**src/rtl/hpwl_pkg.sv**
```systemverilog
package hpwl_pkg;

    // Default widths of the coordinate and pin id fields.
    localparam int COORD_WIDTH_DEF  = 32;
    localparam int PIN_ID_WIDTH_DEF = 24;

    // The running total is fixed at 63 bits and saturates at its maximum.
    localparam int TOTAL_WIDTH = 63;

    // A net needs this many pins before its length counts.
    localparam int MIN_PINS_FOR_LENGTH = 2;

    // The pin counter saturates at the threshold above.
    localparam int PINS_SEEN_WIDTH = 2;
    localparam logic [PINS_SEEN_WIDTH-1:0] PINS_SEEN_MAX =
        PINS_SEEN_WIDTH'(MIN_PINS_FOR_LENGTH);

    // Control flags that travel with one net result down the pipeline.
    typedef struct packed {
        logic is_empty;
        logic multi_pin;
        logic restart;
    } hpwl_ctrl_t;

endpackage

```
**src/rtl/hpwl_box_track.sv**
```systemverilog
module hpwl_box_track
    import hpwl_pkg::*;
#(
    parameter int COORD_WIDTH  = COORD_WIDTH_DEF,
    parameter int PIN_ID_WIDTH = PIN_ID_WIDTH_DEF
)
(
    input  logic                           clk,
    input  logic                           rst_n,
    input  logic                           in_valid,
    output logic                           in_ready,
    input  logic signed [COORD_WIDTH-1:0]  pin_x,
    input  logic signed [COORD_WIDTH-1:0]  pin_y,
    input  logic        [PIN_ID_WIDTH-1:0] pin_id,
    input  logic                           net_last,
    input  logic                           empty_net,
    input  logic                           restart_total,
    output logic                           out_valid,
    input  logic                           out_ready,
    output logic signed [COORD_WIDTH-1:0]  out_min_x,
    output logic signed [COORD_WIDTH-1:0]  out_max_x,
    output logic signed [COORD_WIDTH-1:0]  out_min_y,
    output logic signed [COORD_WIDTH-1:0]  out_max_y,
    output logic        [PIN_ID_WIDTH-1:0] out_left,
    output logic        [PIN_ID_WIDTH-1:0] out_right,
    output logic        [PIN_ID_WIDTH-1:0] out_bottom,
    output logic        [PIN_ID_WIDTH-1:0] out_top,
    output hpwl_ctrl_t                     out_ctrl
);

    // Input register.
    logic                           a_valid_reg, a_valid_next;
    logic signed [COORD_WIDTH-1:0]  x_reg, y_reg;
    logic        [PIN_ID_WIDTH-1:0] id_reg;
    logic                           last_reg, empty_reg, restart_reg;

    // Running box of the current net.
    logic signed [COORD_WIDTH-1:0]  run_min_x_reg, run_max_x_reg;
    logic signed [COORD_WIDTH-1:0]  run_min_y_reg, run_max_y_reg;
    logic        [PIN_ID_WIDTH-1:0] arg_min_x_reg, arg_max_x_reg;
    logic        [PIN_ID_WIDTH-1:0] arg_min_y_reg, arg_max_y_reg;
    logic [PINS_SEEN_WIDTH-1:0]     pins_seen_reg, pins_seen_next;
    logic                           restart_pend_reg, restart_pend_next;

    // Snapshot register handed to the length stage.
    logic                           b_valid_reg, b_valid_next;
    logic signed [COORD_WIDTH-1:0]  b_min_x_reg, b_max_x_reg, b_min_y_reg, b_max_y_reg;
    logic        [PIN_ID_WIDTH-1:0] b_left_reg, b_right_reg, b_bottom_reg, b_top_reg;
    hpwl_ctrl_t                     b_ctrl_reg;

    logic                           in_fire, a_fire, emit, b_take, first_pin;
    logic signed [COORD_WIDTH-1:0]  min_x_next, max_x_next, min_y_next, max_y_next;
    logic        [PIN_ID_WIDTH-1:0] left_next, right_next, bottom_next, top_next;
    logic [PINS_SEEN_WIDTH-1:0]     pins_inc;
    hpwl_ctrl_t                     ctrl_next;

    always_comb
    begin
        emit     = empty_reg || last_reg;
        b_take   = !b_valid_reg || out_ready;
        a_fire   = a_valid_reg && (!emit || b_take);
        in_ready = !a_valid_reg || a_fire;
        in_fire  = in_valid && in_ready;

        first_pin = (pins_seen_reg == '0);

        // Strict compares keep the earlier pin on a tie.
        if (first_pin || (x_reg < run_min_x_reg))
        begin
            min_x_next = x_reg;
            left_next  = id_reg;
        end
        else
        begin
            min_x_next = run_min_x_reg;
            left_next  = arg_min_x_reg;
        end
        if (first_pin || (x_reg > run_max_x_reg))
        begin
            max_x_next = x_reg;
            right_next = id_reg;
        end
        else
        begin
            max_x_next = run_max_x_reg;
            right_next = arg_max_x_reg;
        end
        if (first_pin || (y_reg < run_min_y_reg))
        begin
            min_y_next  = y_reg;
            bottom_next = id_reg;
        end
        else
        begin
            min_y_next  = run_min_y_reg;
            bottom_next = arg_min_y_reg;
        end
        if (first_pin || (y_reg > run_max_y_reg))
        begin
            max_y_next = y_reg;
            top_next   = id_reg;
        end
        else
        begin
            max_y_next = run_max_y_reg;
            top_next   = arg_max_y_reg;
        end

        pins_inc = (pins_seen_reg == PINS_SEEN_MAX) ? PINS_SEEN_MAX
                                                    : pins_seen_reg + 1'b1;

        ctrl_next.is_empty  = empty_reg;
        ctrl_next.multi_pin = !empty_reg && (pins_inc >= PINS_SEEN_MAX);
        ctrl_next.restart   = restart_reg || restart_pend_reg;

        a_valid_next = in_fire ? 1'b1 : (a_fire ? 1'b0 : a_valid_reg);

        pins_seen_next    = pins_seen_reg;
        restart_pend_next = restart_pend_reg;
        if (a_fire)
        begin
            pins_seen_next    = emit ? '0 : pins_inc;
            restart_pend_next = emit ? 1'b0 : (restart_pend_reg || restart_reg);
        end

        if (a_fire && emit)
            b_valid_next = 1'b1;
        else if (out_ready)
            b_valid_next = 1'b0;
        else
            b_valid_next = b_valid_reg;
    end

    always_ff @(posedge clk or negedge rst_n)
    begin
        if (!rst_n)
        begin
            a_valid_reg      <= 1'b0;
            b_valid_reg      <= 1'b0;
            pins_seen_reg    <= '0;
            restart_pend_reg <= 1'b0;
        end
        else
        begin
            a_valid_reg      <= a_valid_next;
            b_valid_reg      <= b_valid_next;
            pins_seen_reg    <= pins_seen_next;
            restart_pend_reg <= restart_pend_next;
        end
    end

    always_ff @(posedge clk)
    begin
        if (in_fire)
        begin
            x_reg       <= pin_x;
            y_reg       <= pin_y;
            id_reg      <= pin_id;
            last_reg    <= net_last;
            empty_reg   <= empty_net;
            restart_reg <= restart_total;
        end
        if (a_fire && !empty_reg)
        begin
            run_min_x_reg <= min_x_next;
            run_max_x_reg <= max_x_next;
            run_min_y_reg <= min_y_next;
            run_max_y_reg <= max_y_next;
            arg_min_x_reg <= left_next;
            arg_max_x_reg <= right_next;
            arg_min_y_reg <= bottom_next;
            arg_max_y_reg <= top_next;
        end
        if (a_fire && emit)
        begin
            b_ctrl_reg <= ctrl_next;
            if (empty_reg)
            begin
                b_min_x_reg  <= '0;
                b_max_x_reg  <= '0;
                b_min_y_reg  <= '0;
                b_max_y_reg  <= '0;
                b_left_reg   <= '0;
                b_right_reg  <= '0;
                b_bottom_reg <= '0;
                b_top_reg    <= '0;
            end
            else
            begin
                b_min_x_reg  <= min_x_next;
                b_max_x_reg  <= max_x_next;
                b_min_y_reg  <= min_y_next;
                b_max_y_reg  <= max_y_next;
                b_left_reg   <= left_next;
                b_right_reg  <= right_next;
                b_bottom_reg <= bottom_next;
                b_top_reg    <= top_next;
            end
        end
    end

    assign out_valid  = b_valid_reg;
    assign out_min_x  = b_min_x_reg;
    assign out_max_x  = b_max_x_reg;
    assign out_min_y  = b_min_y_reg;
    assign out_max_y  = b_max_y_reg;
    assign out_left   = b_left_reg;
    assign out_right  = b_right_reg;
    assign out_bottom = b_bottom_reg;
    assign out_top    = b_top_reg;
    assign out_ctrl   = b_ctrl_reg;

endmodule

```
**src/rtl/hpwl_span_sum.sv**
```systemverilog
module hpwl_span_sum
    import hpwl_pkg::*;
#(
    parameter int COORD_WIDTH  = COORD_WIDTH_DEF,
    parameter int PIN_ID_WIDTH = PIN_ID_WIDTH_DEF
)
(
    input  logic                           clk,
    input  logic                           rst_n,
    input  logic                           in_valid,
    output logic                           in_ready,
    input  logic signed [COORD_WIDTH-1:0]  in_min_x,
    input  logic signed [COORD_WIDTH-1:0]  in_max_x,
    input  logic signed [COORD_WIDTH-1:0]  in_min_y,
    input  logic signed [COORD_WIDTH-1:0]  in_max_y,
    input  logic        [PIN_ID_WIDTH-1:0] in_left,
    input  logic        [PIN_ID_WIDTH-1:0] in_right,
    input  logic        [PIN_ID_WIDTH-1:0] in_bottom,
    input  logic        [PIN_ID_WIDTH-1:0] in_top,
    input  hpwl_ctrl_t                     in_ctrl,
    output logic                           out_valid,
    input  logic                           out_ready,
    output logic signed [COORD_WIDTH-1:0]  out_min_x,
    output logic signed [COORD_WIDTH-1:0]  out_max_x,
    output logic signed [COORD_WIDTH-1:0]  out_min_y,
    output logic signed [COORD_WIDTH-1:0]  out_max_y,
    output logic        [PIN_ID_WIDTH-1:0] out_left,
    output logic        [PIN_ID_WIDTH-1:0] out_right,
    output logic        [PIN_ID_WIDTH-1:0] out_bottom,
    output logic        [PIN_ID_WIDTH-1:0] out_top,
    output logic        [COORD_WIDTH:0]    out_len,
    output hpwl_ctrl_t                     out_ctrl
);

    localparam int LEN_WIDTH = COORD_WIDTH + 1;

    logic                           valid_reg, valid_next;
    logic signed [COORD_WIDTH-1:0]  min_x_reg, max_x_reg, min_y_reg, max_y_reg;
    logic        [PIN_ID_WIDTH-1:0] left_reg, right_reg, bottom_reg, top_reg;
    logic        [LEN_WIDTH-1:0]    len_reg, len_next;
    hpwl_ctrl_t                     ctrl_reg;

    logic                           load;
    logic        [LEN_WIDTH-1:0]    span_x, span_y;

    always_comb
    begin
        in_ready = !valid_reg || out_ready;
        load     = in_valid && in_ready;

        // A span of a valid box is never negative, so it fits one extra bit unsigned.
        span_x = {in_max_x[COORD_WIDTH-1], in_max_x} - {in_min_x[COORD_WIDTH-1], in_min_x};
        span_y = {in_max_y[COORD_WIDTH-1], in_max_y} - {in_min_y[COORD_WIDTH-1], in_min_y};
        len_next = in_ctrl.multi_pin ? (span_x + span_y) : '0;

        if (load)
            valid_next = 1'b1;
        else if (out_ready)
            valid_next = 1'b0;
        else
            valid_next = valid_reg;
    end

    always_ff @(posedge clk or negedge rst_n)
    begin
        if (!rst_n)
            valid_reg <= 1'b0;
        else
            valid_reg <= valid_next;
    end

    always_ff @(posedge clk)
    begin
        if (load)
        begin
            min_x_reg  <= in_min_x;
            max_x_reg  <= in_max_x;
            min_y_reg  <= in_min_y;
            max_y_reg  <= in_max_y;
            left_reg   <= in_left;
            right_reg  <= in_right;
            bottom_reg <= in_bottom;
            top_reg    <= in_top;
            len_reg    <= len_next;
            ctrl_reg   <= in_ctrl;
        end
    end

    assign out_valid  = valid_reg;
    assign out_min_x  = min_x_reg;
    assign out_max_x  = max_x_reg;
    assign out_min_y  = min_y_reg;
    assign out_max_y  = max_y_reg;
    assign out_left   = left_reg;
    assign out_right  = right_reg;
    assign out_bottom = bottom_reg;
    assign out_top    = top_reg;
    assign out_len    = len_reg;
    assign out_ctrl   = ctrl_reg;

endmodule

```
**src/rtl/hpwl_total_acc.sv**
```systemverilog
module hpwl_total_acc
    import hpwl_pkg::*;
#(
    parameter int COORD_WIDTH  = COORD_WIDTH_DEF,
    parameter int PIN_ID_WIDTH = PIN_ID_WIDTH_DEF
)
(
    input  logic                           clk,
    input  logic                           rst_n,
    input  logic                           in_valid,
    output logic                           in_ready,
    input  logic signed [COORD_WIDTH-1:0]  in_min_x,
    input  logic signed [COORD_WIDTH-1:0]  in_max_x,
    input  logic signed [COORD_WIDTH-1:0]  in_min_y,
    input  logic signed [COORD_WIDTH-1:0]  in_max_y,
    input  logic        [PIN_ID_WIDTH-1:0] in_left,
    input  logic        [PIN_ID_WIDTH-1:0] in_right,
    input  logic        [PIN_ID_WIDTH-1:0] in_bottom,
    input  logic        [PIN_ID_WIDTH-1:0] in_top,
    input  logic        [COORD_WIDTH:0]    in_len,
    input  hpwl_ctrl_t                     in_ctrl,
    output logic                           out_valid,
    input  logic                           out_ready,
    output logic signed [COORD_WIDTH-1:0]  box_min_x,
    output logic signed [COORD_WIDTH-1:0]  box_max_x,
    output logic signed [COORD_WIDTH-1:0]  box_min_y,
    output logic signed [COORD_WIDTH-1:0]  box_max_y,
    output logic        [PIN_ID_WIDTH-1:0] left_pin,
    output logic        [PIN_ID_WIDTH-1:0] right_pin,
    output logic        [PIN_ID_WIDTH-1:0] bottom_pin,
    output logic        [PIN_ID_WIDTH-1:0] top_pin,
    output logic        [COORD_WIDTH:0]    net_length,
    output logic        [TOTAL_WIDTH-1:0]  total_length,
    output logic                           net_is_empty
);

    logic                           valid_reg, valid_next;
    logic        [TOTAL_WIDTH-1:0]  total_reg, total_next;
    logic signed [COORD_WIDTH-1:0]  min_x_reg, max_x_reg, min_y_reg, max_y_reg;
    logic        [PIN_ID_WIDTH-1:0] left_reg, right_reg, bottom_reg, top_reg;
    logic        [COORD_WIDTH:0]    len_reg;
    logic                           empty_reg;

    logic                           load;
    logic        [TOTAL_WIDTH-1:0]  total_base;
    logic        [TOTAL_WIDTH:0]    total_sum;

    always_comb
    begin
        in_ready = !valid_reg || out_ready;
        load     = in_valid && in_ready;

        // The length is zero for empty and single-pin nets, so they add nothing to the total.
        total_base = in_ctrl.restart ? '0 : total_reg;
        total_sum  = {1'b0, total_base} + (TOTAL_WIDTH+1)'(in_len);
        total_next = total_sum[TOTAL_WIDTH] ? '1 : total_sum[TOTAL_WIDTH-1:0];

        if (load)
            valid_next = 1'b1;
        else if (out_ready)
            valid_next = 1'b0;
        else
            valid_next = valid_reg;
    end

    always_ff @(posedge clk or negedge rst_n)
    begin
        if (!rst_n)
        begin
            valid_reg <= 1'b0;
            total_reg <= '0;
        end
        else
        begin
            valid_reg <= valid_next;
            if (load)
                total_reg <= total_next;
        end
    end

    always_ff @(posedge clk)
    begin
        if (load)
        begin
            min_x_reg  <= in_min_x;
            max_x_reg  <= in_max_x;
            min_y_reg  <= in_min_y;
            max_y_reg  <= in_max_y;
            left_reg   <= in_left;
            right_reg  <= in_right;
            bottom_reg <= in_bottom;
            top_reg    <= in_top;
            len_reg    <= in_len;
            empty_reg  <= in_ctrl.is_empty;
        end
    end

    assign out_valid    = valid_reg;
    assign box_min_x    = min_x_reg;
    assign box_max_x    = max_x_reg;
    assign box_min_y    = min_y_reg;
    assign box_max_y    = max_y_reg;
    assign left_pin     = left_reg;
    assign right_pin    = right_reg;
    assign bottom_pin   = bottom_reg;
    assign top_pin      = top_reg;
    assign net_length   = len_reg;
    assign total_length = total_reg;
    assign net_is_empty = empty_reg;

endmodule

```
**src/rtl/net_bbox_hpwl_accumulator_core.sv**
```systemverilog
// Net bounding box and half-perimeter wirelength accumulator. Pins arrive one per input
// transaction, grouped into nets by net_last; a transaction with empty_net set stands for a
// net with no pins and discards any pins of an unfinished net. Every net end produces one
// output transaction with the bounding box, the ids of the first pins to reach each extreme
// (ties keep the earlier pin), the net length (x span plus y span, zero below two pins) and
// the running total, which saturates at 2^63-1. restart_total clears the total before its
// own transaction is counted, even when that transaction does not end a net. The block takes
// one transaction per clock cycle when not stalled; a net end passes the input, snapshot,
// span and total registers in turn. The cycle is set by the box update (four signed compares
// against the running box), the length adder and the 63-bit saturating total adder, each of
// which sits in a stage of its own. Each stage stalls only when its downstream register is
// full and not being drained, so output backpressure propagates to in_ready.
module net_bbox_hpwl_accumulator_core
    import hpwl_pkg::*;
#(
    parameter int COORD_WIDTH  = COORD_WIDTH_DEF,
    parameter int PIN_ID_WIDTH = PIN_ID_WIDTH_DEF
)
(
    input  logic                           clk,
    input  logic                           rst_n,
    // Pin input channel.
    input  logic                           in_valid,
    output logic                           in_ready,
    input  logic signed [COORD_WIDTH-1:0]  pin_x,
    input  logic signed [COORD_WIDTH-1:0]  pin_y,
    input  logic        [PIN_ID_WIDTH-1:0] pin_id,
    input  logic                           net_last,
    input  logic                           empty_net,
    input  logic                           restart_total,
    // Net result channel.
    output logic                           out_valid,
    input  logic                           out_ready,
    output logic signed [COORD_WIDTH-1:0]  box_min_x,
    output logic signed [COORD_WIDTH-1:0]  box_max_x,
    output logic signed [COORD_WIDTH-1:0]  box_min_y,
    output logic signed [COORD_WIDTH-1:0]  box_max_y,
    output logic        [PIN_ID_WIDTH-1:0] left_pin,
    output logic        [PIN_ID_WIDTH-1:0] right_pin,
    output logic        [PIN_ID_WIDTH-1:0] bottom_pin,
    output logic        [PIN_ID_WIDTH-1:0] top_pin,
    output logic        [COORD_WIDTH:0]    net_length,
    output logic        [TOTAL_WIDTH-1:0]  total_length,
    output logic                           net_is_empty
);

    // Box tracker to span adder: one snapshot per net end.
    logic                           box_valid, box_ready;
    logic signed [COORD_WIDTH-1:0]  box_min_x_s, box_max_x_s, box_min_y_s, box_max_y_s;
    logic        [PIN_ID_WIDTH-1:0] box_left_s, box_right_s, box_bottom_s, box_top_s;
    hpwl_ctrl_t                     box_ctrl_s;

    // Span adder to total accumulator.
    logic                           len_valid, len_ready;
    logic signed [COORD_WIDTH-1:0]  len_min_x_s, len_max_x_s, len_min_y_s, len_max_y_s;
    logic        [PIN_ID_WIDTH-1:0] len_left_s, len_right_s, len_bottom_s, len_top_s;
    logic        [COORD_WIDTH:0]    len_value_s;
    hpwl_ctrl_t                     len_ctrl_s;

    // The input register and the running box live in the tracker. Transactions that do
    // not end a net only update the box; a pending restart is carried to the next net end.
    hpwl_box_track #(
        .COORD_WIDTH  (COORD_WIDTH),
        .PIN_ID_WIDTH (PIN_ID_WIDTH)
    ) u_box_track (
        .clk           (clk),
        .rst_n         (rst_n),
        .in_valid      (in_valid),
        .in_ready      (in_ready),
        .pin_x         (pin_x),
        .pin_y         (pin_y),
        .pin_id        (pin_id),
        .net_last      (net_last),
        .empty_net     (empty_net),
        .restart_total (restart_total),
        .out_valid     (box_valid),
        .out_ready     (box_ready),
        .out_min_x     (box_min_x_s),
        .out_max_x     (box_max_x_s),
        .out_min_y     (box_min_y_s),
        .out_max_y     (box_max_y_s),
        .out_left      (box_left_s),
        .out_right     (box_right_s),
        .out_bottom    (box_bottom_s),
        .out_top       (box_top_s),
        .out_ctrl      (box_ctrl_s)
    );

    // The span adder forms the net length from the finished box.
    hpwl_span_sum #(
        .COORD_WIDTH  (COORD_WIDTH),
        .PIN_ID_WIDTH (PIN_ID_WIDTH)
    ) u_span_sum (
        .clk        (clk),
        .rst_n      (rst_n),
        .in_valid   (box_valid),
        .in_ready   (box_ready),
        .in_min_x   (box_min_x_s),
        .in_max_x   (box_max_x_s),
        .in_min_y   (box_min_y_s),
        .in_max_y   (box_max_y_s),
        .in_left    (box_left_s),
        .in_right   (box_right_s),
        .in_bottom  (box_bottom_s),
        .in_top     (box_top_s),
        .in_ctrl    (box_ctrl_s),
        .out_valid  (len_valid),
        .out_ready  (len_ready),
        .out_min_x  (len_min_x_s),
        .out_max_x  (len_max_x_s),
        .out_min_y  (len_min_y_s),
        .out_max_y  (len_max_y_s),
        .out_left   (len_left_s),
        .out_right  (len_right_s),
        .out_bottom (len_bottom_s),
        .out_top    (len_top_s),
        .out_len    (len_value_s),
        .out_ctrl   (len_ctrl_s)
    );

    // The accumulator holds the saturating total and doubles as the output register.
    hpwl_total_acc #(
        .COORD_WIDTH  (COORD_WIDTH),
        .PIN_ID_WIDTH (PIN_ID_WIDTH)
    ) u_total_acc (
        .clk          (clk),
        .rst_n        (rst_n),
        .in_valid     (len_valid),
        .in_ready     (len_ready),
        .in_min_x     (len_min_x_s),
        .in_max_x     (len_max_x_s),
        .in_min_y     (len_min_y_s),
        .in_max_y     (len_max_y_s),
        .in_left      (len_left_s),
        .in_right     (len_right_s),
        .in_bottom    (len_bottom_s),
        .in_top       (len_top_s),
        .in_len       (len_value_s),
        .in_ctrl      (len_ctrl_s),
        .out_valid    (out_valid),
        .out_ready    (out_ready),
        .box_min_x    (box_min_x),
        .box_max_x    (box_max_x),
        .box_min_y    (box_min_y),
        .box_max_y    (box_max_y),
        .left_pin     (left_pin),
        .right_pin    (right_pin),
        .bottom_pin   (bottom_pin),
        .top_pin      (top_pin),
        .net_length   (net_length),
        .total_length (total_length),
        .net_is_empty (net_is_empty)
    );

endmodule

```
**config.mk**
```make
export PLATFORM = sky130hd
export DESIGN_NAME = net_bbox_hpwl_accumulator_core
export DESIGN_NICKNAME = d
export VERILOG_FILES = /design/src/rtl/hpwl_pkg.sv /design/src/rtl/hpwl_box_track.sv /design/src/rtl/hpwl_span_sum.sv /design/src/rtl/hpwl_total_acc.sv /design/src/rtl/net_bbox_hpwl_accumulator_core.sv
export SDC_FILE = /design/constraint.sdc
export NUM_CORES = 1
export LEC_CHECK = 0
export BUFFER_PORTS_ARGS = -buffer_cell sky130_fd_sc_hd__buf_2
export CORE_MARGIN = 2
export CORE_UTILIZATION = 44
export DETAILED_ROUTE_END_ITERATION = 10
export PLACE_DENSITY_LB_ADDON = 0.2
export SYNTH_ARGS = -nofsm -noshare
export SYNTH_HDL_FRONTEND = slang
export SYNTH_HIERARCHICAL = 1
export SYNTH_SLANG_ARGS = --single-unit
```
**constraint.sdc**
```tcl
create_clock -name clk -period 12.8 [get_ports clk]
set_input_delay 2.56 -clock clk [delete_from_list [all_inputs] [get_ports clk]]
set_output_delay 2.56 -clock clk [all_outputs]
set_load 0.01 [all_outputs]
```
==> flow_summary.rst <==
.. list-table::
   :header-rows: 1

   * - Metric
     - Value
   * - Post-Synthesis Net Count
     - 3916
   * - Final Net Count
     - 4329
   * - Crit path time final
     - 6.18 ns
   * - CTS max path bufs
     - 3
   * - Final design utilization
     - 51.2%
   * - Worst slew margin relative to its limit
     - 26.4%
   * - Final cycle utilization of the critical path
     - 48.3%
   * - Reg-to-reg startpoint
     - u_box_track/y_reg[31]
   * - Number of standard cells in the final layout excluding fillers
     - 5598
   * - Clock tree from TritonCTS
     - built
   * - GR Overflow Total
     - 0
   * - Clock transition time at the flip-flop clock pins of the worst setup and hold paths
     - 0.06 ns
   * - Hold buffers post-CTS
     - 0
   * - Final Routed Wirelength
     - 126000 um
   * - Num CTS Buffers
     - 117
   * - Most frequent standard cell in the layout excluding fill and tap cells
     - edfxtp_1
   * - Pwr per Cell Area
     - 190 mW/mm^2
   * - Type of the most critical hold path
     - reg2reg
   * - Synth Instances
     - 3562
   * - Netlist area before placement
     - 0.0510 mm^2
   * - Quantity of I/O buffers inserted on ports
     - 417
   * - Post-detailed-route via-to-cell ratio
     - 5.37
   * - Status
     - completed
   * - WL per Instance
     - 22.6 um
   * - Required time of the worst setup path
     - 10.24 ns
   * - Count of instances resized after the clock tree is built
     - 0
   * - Final ANT Viol Nets
     - 0
   * - Worst clock skew
     - 0.0428 ns
   * - Startpoint-to-endpoint class of the critical path
     - in2out
   * - Setup crit start
     - out_ready
   * - Vert. Die Dim
     - 344 um
   * - Detailed Routing Iterations Pass 1
     - 6
   * - Worst Max-Slew Pin Slew
     - 1.10 ns
   * - Number of cells after detailed placement
     - 5368
   * - PnR worst setup slack
     - 6.62 ns
   * - Capturing element type of the critical path
     - output port
   * - Worst setup timing slack at the placement stage
     - 6.66 ns
   * - RSZ-0062 raised after global routing
     - false
   * - Global-route total usage across every layer
     - 21.0%
   * - Total power
     - 11200 uW
   * - Number of DRC markers in iteration 0
     - 2602
   * - Horizontal extent of the die
     - 344 um
   * - Placeable core area
     - 0.115 mm^2
   * - Final weighted congestion in routability-driven placement
     - 0.905
   * - Hold path start
     - u_span_sum/out_min_x[11]
   * - IO Pins
     - 418
   * - Routed vias
     - 30100
   * - Via count of the first global-routing pass
     - 28900
   * - Worst supply voltage drop on vdd
     - 0.129 mV
   * - First-pass GRT wire length
     - 186000 um
   * - Final hold violations
     - 0
   * - Skew-Pair Late Insertion Delay
     - 0.72 ns
   * - Startpoint type of the worst setup path
     - input port
   * - Largest fanout on the critical path
     - 3
   * - Number of DRC violations after detailed routing
     - 0
   * - Setup TNS
     - 0 ns
   * - Flip-flop count of the largest register after layout
     - 63
   * - Fill count
     - 9712
   * - Floorplan die area
     - 0.119 mm^2
   * - Number of synthesis warnings
     - 6
   * - Number of antenna violations at the first check in global routing
     - 8
   * - Count of buffers added by post-CTS timing repair for setup
     - 0
   * - Achievable frequency
     - 162 MHz
   * - Data arrival, critical path
     - 3.62 ns
   * - Total leakage power
     - 0.0227 uW
   * - Initial cell density of the core
     - 44.5%
   * - Maximum number of pins on one net before global-route repair
     - 159
   * - Number of levels in the clock H-tree
     - 3
   * - Clock tree sinks
     - 1129
   * - Share of layout cells above drive strength 1
     - 21.2%
   * - Area delta synth->final
     - 15.2%
   * - Number of setup violations in the final report
     - 0
   * - Syn Area/Cell
     - 14.3 um^2
   * - Post-DP HPWL
     - 85600 um
   * - Number of placement rows
     - 124
   * - Clock Root Buffer
     - clkbuf_16
   * - Slew Viols, Final
     - 0
   * - Max-cap violation count
     - 0
   * - Most used cells in the layout excluding fill and tap cells
     - edfxtp_1 (1059), buf_2 (416), inv_1 (273)
-- power breakdown --
part	internal (uW)	total [uW]	switching, uW	leakage [uW]
Clock	2100	3570	1470	0.00197
Sequential	4690	5000	309	0.0111
Combinational	1000	2600	1600	0.00972
-- routing by layer --
layer / track usage [%] / share of wire, % / up-vias
met4: 5.92 / 2.3 / 0
met2: 33.0 / 47 / 944
li1: - / - / 14100
met1: 30.7 / 46 / 14900
met5: 0 / 0 / -
met3: 2.85 / 5.7 / 172
-- metrics by stage --
| stage | area (um^2) | hold WS (ns) |
|---|---|---|
| after CTS | 58700 | 0.400 |
| after detailed placement | 54600 | 0.405 |
| after global routing | 58700 | 0.416 |
| after global placement | 54600 | 0.401 |
| final | 58700 | 0.401 |
| after floorplan | 51000 | 0.400 |
-- area by class of cell --
type	instances	area, um^2	share of cell area, %
sequential	1129	33600	57.1
multi-input combinational	2006	15800	26.9
clock buffer	134	3010	5.13
timing repair buffer	446	2360	4.01
tap	1512	1890	3.22
clock inverter	88	1060	1.80
inverter	275	1040	1.77
antenna	8	20.0	0.0341
-- worst paths after layout --
| kind | endpoint | slack (ns) | depth (start not counted) |
|---|---|---|---|
| max | in_ready | 6.62 | 7 |
| min | u_total_acc/box_min_x[11] | 0.40 | 0 |
| max reg2reg | u_box_track/arg_max_y_reg[22] | 7.75 | 9 |
| min reg2reg | u_total_acc/box_min_x[11] | 0.40 | 0 |
| max in group asynchronous | u_total_acc/out_valid | 10.00 | 2 |
| min in group asynchronous | u_total_acc/total_length[10] | 1.69 | 1 |
-- critical path, cell delays in order --
cell      delay (ns)
buf_2           0.09
nand2b_1        0.18
nand2b_1        0.20
nand2b_1        0.19
nor2_1          0.14
nand2_1         0.10
buf_2           0.16
(Power assumes the default switching activity.)
